$ cat src/rtl/core/sparse_polynomial_add_eval_defines.svh
// Assertion macros shared by the RTL of the sparse polynomial block.
`ifndef SPARSE_POLYNOMIAL_ADD_EVAL_DEFINES_SVH
`define SPARSE_POLYNOMIAL_ADD_EVAL_DEFINES_SVH
// Implication checked at every clock edge outside reset.
`define SPA_ASSERT_IMP(label, clk, rst, cond, prop, msg) \
   label: assert property (@(posedge clk) disable iff (rst) (cond) |-> (prop)) else $error(msg);
// Next-cycle implication checked outside reset.
`define SPA_ASSERT_NEXT(label, clk, rst, cond, prop, msg) \
   label: assert property (@(posedge clk) disable iff (rst) (cond) |=> (prop)) else $error(msg);
`endif

$ cat src/rtl/core/spa_pkg.sv
// Package with constants, command codes and the control interface types.
package spa_pkg;
   localparam int MaxTerms     = 32;
   localparam int FractionBits = 16;
   localparam int IdxW         = $clog2(MaxTerms);
   localparam int CntW         = $clog2(MaxTerms + 1);

   localparam logic [2:0] CMD_LOAD_A = 3'd0;
   localparam logic [2:0] CMD_LOAD_B = 3'd1;
   localparam logic [2:0] CMD_CLEAR  = 3'd2;
   localparam logic [2:0] CMD_EVAL   = 3'd3;
   localparam logic [2:0] CMD_ADD    = 3'd4;

   localparam logic [1:0] ST_OK    = 2'd0;
   localparam logic [1:0] ST_FULL  = 2'd1;
   localparam logic [1:0] ST_EMPTY = 2'd2;

   // Datapath operations selected by the controller.
   localparam logic [3:0] OP_NONE    = 4'd0;
   localparam logic [3:0] OP_LOAD    = 4'd1;
   localparam logic [3:0] OP_CLEAR   = 4'd2;
   localparam logic [3:0] OP_SRD     = 4'd3;  // read pair i, j of a table
   localparam logic [3:0] OP_SCMP    = 4'd4;  // compare, swap if needed
   localparam logic [3:0] OP_ERD     = 4'd5;  // read term of A for evaluate
   localparam logic [3:0] OP_EPW     = 4'd6;  // one power step
   localparam logic [3:0] OP_ETERM   = 4'd7;  // coefficient times power
   localparam logic [3:0] OP_EACC    = 4'd8;  // accumulate
   localparam logic [3:0] OP_MRD     = 4'd9;  // read heads of A and B
   localparam logic [3:0] OP_MSTEP   = 4'd10; // choose term, advance

   typedef struct packed {
      logic [3:0] op;
      logic       tbl;   // 0 A, 1 B
      logic       init;  // restart counters
   } cmd_type;

   typedef struct packed {
      logic sort_pair;   // current pair i, j lies inside the table
      logic sort_more;   // more pairs to compare
      logic eval_more;   // more terms of A
      logic pw_more;     // power needs more steps
      logic merge_more;  // any terms left in A or B
      logic merge_emit;  // current merge step produces a term
      logic any_emitted;
   } stat_type;

   function automatic logic signed [31:0] sat32(input logic signed [65:0] v);
      logic signed [31:0] r;
      if (v > 66'sd2147483647) r = 32'sh7fffffff;
      else if (v < -66'sd2147483648) r = 32'sh80000000;
      else r = v[31:0];
      return r;
   endfunction
endpackage

$ cat src/rtl/core/spa_control.sv
// Controller: sequences each request and drives the response register.
module spa_control import spa_pkg::*; (
   input  logic               clock,
   input  logic               reset,
   input  logic               req_tvalid,
   output logic               req_tready,
   input  logic [2:0]         command,
   input  logic               last_term,
   output logic               rsp_tvalid,
   input  logic               rsp_tready,
   output logic               rsp_final,
   output logic [1:0]         rsp_status,
   output logic               rsp_kind,      // 1 value, 0 sum term
   output logic               rsp_term,      // sum term fields valid
   output cmd_type            cmd,
   input  stat_type           stat,
   input  logic               full
);
   localparam logic [3:0] S_IDLE = 4'd0, S_SRD = 4'd1, S_SCMP = 4'd2, S_ERD = 4'd3,
      S_EPW = 4'd4, S_ETERM = 4'd5, S_EACC = 4'd6, S_MRD = 4'd7, S_MSTEP = 4'd8,
      S_LRSP = 4'd11;

   logic [3:0] state_ff, state_in;
   logic tbl_ff, tbl_in, valid_ff, valid_in, final_ff, final_in;
   logic [1:0] status_ff, status_in;
   logic kind_ff, kind_in, term_ff, term_in;
   logic pend_ff, pend_in;   // merge has a buffered term that is not yet marked final

   assign req_tready = !reset && state_ff == S_IDLE && !valid_ff;
   assign rsp_tvalid = valid_ff;
   assign rsp_final  = final_ff;
   assign rsp_status = status_ff;
   assign rsp_kind   = kind_ff;
   assign rsp_term   = term_ff;

   always_comb begin
      state_in = state_ff; tbl_in = tbl_ff; valid_in = valid_ff;
      final_in = final_ff; status_in = status_ff; kind_in = kind_ff;
      term_in = term_ff; pend_in = pend_ff;
      cmd = '{op: OP_NONE, tbl: tbl_ff, init: 1'b0};
      if (valid_ff && rsp_tready) valid_in = 1'b0;
      case (state_ff)
         S_IDLE: if (req_tvalid && req_tready) begin
            tbl_in = command[0];
            cmd.tbl = command[0];
            case (command)
               CMD_LOAD_A, CMD_LOAD_B: begin
                  cmd.op = OP_LOAD;
                  status_in = full ? ST_FULL : ST_OK;
                  kind_in = 1'b0; term_in = 1'b0; final_in = 1'b1;
                  if (last_term) begin
                     cmd.init = 1'b1;
                     state_in = S_LRSP;
                  end else valid_in = 1'b1;
               end
               CMD_CLEAR: cmd.op = OP_CLEAR;
               CMD_EVAL: begin
                  cmd.init = 1'b1;
                  state_in = S_ERD;
               end
               CMD_ADD: begin
                  cmd.init = 1'b1; pend_in = 1'b0;
                  state_in = S_MRD;
               end
               default: ;
            endcase
         end
         // Load with last term: sort when the table holds a pair, then answer.
         S_LRSP: begin
            if (stat.sort_pair) state_in = S_SRD;
            else begin
               state_in = S_IDLE; valid_in = 1'b1;
            end
         end
         S_SRD: begin
            cmd.op = OP_SRD;
            state_in = S_SCMP;
         end
         S_SCMP: begin
            cmd.op = OP_SCMP;
            state_in = stat.sort_more ? S_SRD : S_IDLE;
            if (!stat.sort_more) valid_in = 1'b1;
         end
         // Evaluate: one power step per cycle, then multiply and accumulate.
         S_ERD: begin
            if (stat.eval_more) begin
               cmd.op = OP_ERD; state_in = S_EPW;
            end else begin
               kind_in = 1'b1; term_in = 1'b0; final_in = 1'b1; status_in = ST_OK;
               valid_in = 1'b1; state_in = S_IDLE;
            end
         end
         S_EPW: if (stat.pw_more) cmd.op = OP_EPW; else state_in = S_ETERM;
         S_ETERM: begin cmd.op = OP_ETERM; state_in = S_EACC; end
         S_EACC: begin cmd.op = OP_EACC; state_in = S_ERD; end
         // Merge: read both heads, then take one step.
         S_MRD: begin
            if (stat.merge_more) begin
               cmd.op = OP_MRD; state_in = S_MSTEP;
            end else if (pend_ff) begin
               // Buffered term is the last one.
               if (!valid_ff) begin
                  kind_in = 1'b0; term_in = 1'b1; final_in = 1'b1; status_in = ST_OK;
                  valid_in = 1'b1; pend_in = 1'b0; state_in = S_IDLE;
               end
            end else begin
               kind_in = 1'b0; term_in = 1'b0; final_in = 1'b1; status_in = ST_EMPTY;
               valid_in = 1'b1; state_in = S_IDLE;
            end
         end
         S_MSTEP: begin
            if (stat.merge_emit && pend_ff) begin
               // Another term follows, so the buffered one goes out as not final.
               if (!valid_ff) begin
                  kind_in = 1'b0; term_in = 1'b1; final_in = 1'b0; status_in = ST_OK;
                  valid_in = 1'b1; pend_in = 1'b0;
               end
            end else if (!(stat.merge_emit && valid_ff)) begin
               // A new term is written only once the previous one has left.
               cmd.op = OP_MSTEP;
               if (stat.merge_emit) pend_in = 1'b1;
               state_in = S_MRD;
            end
         end
         default: state_in = S_IDLE;
      endcase
   end

   always_ff @(posedge clock) begin
      if (reset) begin
         state_ff <= S_IDLE; valid_ff <= 1'b0; pend_ff <= 1'b0;
      end else begin
         state_ff <= state_in; valid_ff <= valid_in; pend_ff <= pend_in;
      end
      tbl_ff <= tbl_in; final_ff <= final_in; status_ff <= status_in;
      kind_ff <= kind_in; term_ff <= term_in;
   end
endmodule

$ cat config.mk
export PLATFORM = sky130hd
export DESIGN_NAME = spa_control
export DESIGN_NICKNAME = d
export VERILOG_FILES = /design/src/rtl/core/sparse_polynomial_add_eval_defines.svh /design/src/rtl/core/spa_pkg.sv /design/src/rtl/core/spa_control.sv
export SDC_FILE = /design/constraint.sdc
export NUM_CORES = 1
export LEC_CHECK = 0
export BUFFER_PORTS_ARGS = -buffer_cell sky130_fd_sc_hd__buf_2
export CELL_PAD_IN_SITES_DETAIL_PLACEMENT = 0
export CELL_PAD_IN_SITES_GLOBAL_PLACEMENT = 1
export CORE_MARGIN = 10
export CORE_UTILIZATION = 40
export CTS_CLUSTER_DIAMETER = 50
export DETAILED_ROUTE_END_ITERATION = 10
export HOLD_SLACK_MARGIN = 0.05
export PLACE_DENSITY_LB_ADDON = 0.25
export REMOVE_ABC_BUFFERS = 1
export SLEW_MARGIN = 20
export SYNTH_ARGS = -nofsm -noshare
export SYNTH_HDL_FRONTEND = slang
export SYNTH_SLANG_ARGS = --single-unit
export TNS_END_PERCENT = 1
$ cat constraint.sdc
create_clock -name clock -period 5.8 [get_ports clock]
set_input_delay 0.29 -clock clock [delete_from_list [all_inputs] [get_ports clock]]
set_output_delay 0.29 -clock clock [all_outputs]
set_load 0.02 [all_outputs]
=== Word level (Yosys, flattened, before mapping) ===
Cells that the tools add are included.

* Register bits: 12
* Input bits: 16
* Output and inout bits: 13
* Word-level logic and storage cells: 133

* Eq/ne operators: 30
* Mux-type cells: 76
* Reductions and logical operators: 19

{| class="wikitable"
|+ Operators with widths
! kind !! count
|-
| $mux 4 || 12
|-
| $mux 1 || 42
|-
| $pmux 4 s10 || 1
|-
| $pmux 4 s9 || 1
|-
| $eq 4x3->1 const B || 4
|-
| $mux 2 || 8
|-
| $ne 3x3->1 const B || 5
|-
| $ne 2x2->1 const B || 7
|-
| $reduce_and 7->1 || 2
|-
| $pmux 1 s4 || 3
|-
| $pmux 4 s3 || 1
|-
| $mux 3 || 3
|-
| $eq 4x2->1 const B || 2
|-
| $eq 4x4->1 const B || 2
|-
| $pmux 2 s4 || 1
|-
| $reduce_and 8->1 || 1
|-
| $eq 3x2->1 const B || 2
|-
| $logic_and 1x1->1 || 6
|-
| $ne 2x1->1 const B || 3
|-
| $pmux 1 s6 || 1
|-
| $reduce_and 6->1 || 1
|-
| $eq 4x1->1 const B || 1
|-
| $logic_not 4->1 || 1
|-
| $ne 4x1->1 const B || 1
|-
| other kinds (12) || 14
|}

=== Depth between registers and ports, before layout ===
* Depth in word-level cells: 6
* Depth in mapped cells: 7
* Mapped depth without buffers: 5

=== Least setup slack after synthesis ===
OpenSTA, ideal clock, no wires.

* Kind: reg2reg
* Start point: register state_ff[2]
* End point: register final_ff, in the netlist rsp_final, enable pin
* Setup time: 0.300 ns
* Data arrival time: 1.522 ns
* Required time: 5.500 ns
* Setup slack: 3.978 ns
* Cell stages (with the launch flop): 6
* Buffers on the path: 1
* Period minus slack after synthesis: 1.822 ns
* Path through: dfxtp_1 -> buf_2 -> nor3_1 -> a22oi_1 -> nor4_2 -> nor2b_1

* Longest elaborated chain between the ends: 6
* Elaborated cells between the ends (all ways): 16
* Classes of those cells: eq/ne: 10; reduce/logical: 6

{| class="wikitable"
|+ RTL lines
! element !! RTL line !! text
|-
| start, declared || spa_control.sv:23 || <nowiki>logic [3:0] state_ff, state_in;</nowiki>
|-
| start signal, assigned || spa_control.sv:133 || <nowiki>state_ff <= state_in; valid_ff <= valid_in; pend_ff <= pend_in;</nowiki>
|-
| $logic_not 4->1 || spa_control.sv:29, spa_control.sv:42 ||
|-
| $logic_and 1x1->1 (2 in series) || spa_control.sv:29 || <nowiki>assign req_tready = !reset && state_ff == S_IDLE && !valid_ff;</nowiki>
|-
| $logic_and 1x1->1 || spa_control.sv:43 || <nowiki>S_IDLE: if (req_tvalid && req_tready) begin</nowiki>
|-
| $ne 2x1->1 (no line) || - ||
|-
| $reduce_and 8->1 (no line) (*) || - ||
|-
| end signal, assigned || spa_control.sv:135 || <nowiki>tbl_ff <= tbl_in; final_ff <= final_in; status_ff <= status_in;</nowiki>
|-
| end, declared || spa_control.sv:24 || <nowiki>logic tbl_ff, tbl_in, valid_ff, valid_in, final_ff, final_in;</nowiki>
|}

Mark *: on every way between the ends. The rest lies on a longest branch, timed or not.
A chain may end at the register's enable or synchronous reset.

=== Worst setup path in the final report ===
* Start point: register state_ff[0]
* End point: register final_ff, in the netlist rsp_final, enable pin

The elaborated chain is that of the path after synthesis.

==> results.toml <==
[place]
place.gp.congestion = 0.805
pre_cts_slack_ns = 3.38
dp.cells = 177
detailed_place.area_um2 = 1140
dp_hpwl_um = 2190
io_buffers = 27

[floorplanning]
rows = 18
fp.dieW_um = 70.8
die_area_um2 = 5010
start_util_pct = 41.7
die_h_um = 70.8
ios = 29
core_um2 = 2480

[power]
powerDensity_nw_per_um2 = 451
power_leakage_nw = 0.443
p_total_mw = 0.532
peakVddDrop_v = 0.000272

[routing]
firstDrtPassIters = 4
wl_per_cell_um = 15.5
viasPerCell = 5.71
vias = 1034
antenna_left = 0
drt_iter0_markers = 45
drc = 0
drt-total-wl_um = 2810

[cts]
clockBufferDepth = 2
cts_resized = 0
path_clk_slew_ns = 0.07
cts_sinks = 12
cts_tree = "built"
root_buffer = "clkbuf_4"
cts_buffers = 3
htree_num_levels = 1
cts.hold.buffers_added = 0
cts_setup_buffers = 0
clkLatencyLatePin_ns = 0.28

[timing]
min_period_over_period_pct = 42.1
setup_slack_ns = 3.36
finClkSkew_ns = 0.00345
rsz0062_at_grt = "false"
maxSlewViolCount = 0
min_period_ns = 2.44
worst_slew_pin_slew_ns = 0.651
relSlewSlack_pct = 56.5
final_hold_viol_count = 0
fmax_mhz = 410
setup_viol = 0
setup_tns_ns = 0

[layout]
stdcell_count = 181
nFillCells = 260
layout_common_cells = "buf_2 (27), nand2_1 (13), nor2_1 (12)"
synthToLayoutAreaGrowth_pct = 14.2
seq_area_um2 = 300
layout.nets = 168
antenna_cells = 0
final_area_um2 = 1180
multiInputGateArea_um2 = 643
drive_gt1_share_pct = 28.5
layout_commonest_cell = "buf_2"

[worst_setup_path]
path_cells = "inv_1 > nor3_1 > a22oi_1 > nor4_2 > nor2b_1"
cp_slowest_stage_delay_ns = 0.66
r2r_start = "state_ff[0]$_SDFFE_PP0P_"
critPathRequiredTime_ns = 5.79
cp-start-kind = "register"
cp_slowest_cell = "dfxtp_1"
reg2reg_depth = 5
crit_fanout = 15
path_class = "register to register"
r2r_setup_slack_ns = 3.36
endpoint_kind = "register"
timing.rr.end = "rsp_final$_DFFE_PP_"
cp.arrival_ns = 2.43

[min_path]
min_to = "tbl_ff$_DFFE_PP_"
hp-class = "input pin to register"
hold_path_depth = 1
worstHoldStart = "command[0]"

[synthesis]
ys_seq_area_share_pct = 29.1
synthArstFlopShare_pct = 0
synth_area_leaders = "edfxtp_1 (17%), dfxtp_1 (12%), nand2_1 (4.7%), nor2_1 (4.4%), nor3_1 (3.9%)"
yosysWarnings = 0
synth_cells = 131
synth_top_area_cell = "edfxtp_1"
synth.distinct_cells = 50
syn_area_per_cell_um2 = 7.88
ys_seq_elements = 12
synth_edf_count = 6
ys.flop_type = "edfxtp_1"
netlist_area_um2 = 1030
synth_top_area_share_pct = 17.5

[grt]
grt_pass1_vias = 1006
antenna_found_initial = 0
track_usage_pct = 11.1
grt_max_degree = 22
grt.overflow.total = 0
grt_pass1_wl_um = 4820

[job]
drv_cap = 0

[outcome]
status = "finished clean"
per-layer routing:
layer  vias to the layer above  GRT usage [%]  wire length (um)  share of wire (%)
met4                         0           3.23                39                1.4
met5                         -              0                 0                  0
met1                       473           14.2              1360                 48
li1                        531              -                 -                  -
met3                         7           3.91               135                4.8
met2                        23           17.0              1280                 45
worst max-delay path, delay by kind of cell (launching register included):
family          cells  cell delay [ns]
flops               1             0.66
simple gates        3             1.07
compound gates      1             0.16
buf+inv             1             0.27
report_power, final:
part,internal [mW],switching [mW]
registers,0.118,0.0563
logic,0.110,0.182
clock network,0.0382,0.0276
total,0.266,0.266
how the worst max path moves through the flow:
stage | slack, ns | end | cells past startpoint | startpoint
finish | 3.36 | rsp_final$_DFFE_PP_ | 5 | state_ff[0]$_SDFFE_PP0P_
detailed placement | 3.38 | rsp_final$_DFFE_PP_ | 5 | state_ff[0]$_SDFFE_PP0P_
CTS | 3.36 | rsp_final$_DFFE_PP_ | 5 | state_ff[0]$_SDFFE_PP0P_
global route | 3.10 | rsp_final$_DFFE_PP_ | 5 | state_ff[0]$_SDFFE_PP0P_
floorplan | 3.76 | rsp_final$_DFFE_PP_ | 5 | state_ff[0]$_SDFFE_PP0P_
global placement | 3.41 | rsp_final$_DFFE_PP_ | 5 | state_ff[0]$_SDFFE_PP0P_
final cells by class:
class | instances | area share, %
clock buffers | 4 | 3.08
repair buffers | 27 | 11.5
flip-flops and latches | 12 | 25.5
inverters | 7 | 2.23
multi-input cells | 101 | 54.6
well taps | 30 | 3.18
cell usage after synthesis (3+ instances only):
library cell and number:
a21oi_1 6, a31oi_1 5, buf_2 5, clkbuf_1 3, dfxtp_1 6, edfxtp_1 6, inv_1 7, nand2_1 13
nand2b_1 3, nand3_1 4, nor2_1 12, nor3_1 8, o21ai_0 4, o31ai_1 3, or2_2 3
sequential cells by signal, summed over array words and instances (netlist names):
signal      cells
rsp_final       1
rsp_kind        1
state_ff        4
tbl_ff          1
pend_ff         1
rsp_status      2
rsp_term        1
rsp_tvalid      1
per-stage QoR:
stage	util [%]	hold WS (ns)
finish	47.6	0.277
global route	47.6	0.270
CTS	47.6	0.272
detailed placement	46.1	0.553
global placement	46.1	0.541
floorplan	-	0.359
logic make-up after synthesis:
group	count (synthesis)	share of synthesized area [%]
buffers and inverters	18	8.61
AO/OA/AOI/OAI	40	29.9
AND/OR/NAND/NOR	58	29.3
flip-flops	12	29.1
multiplexers	3	3.03
No activity file was read; power rests on OpenSTA's default activity.
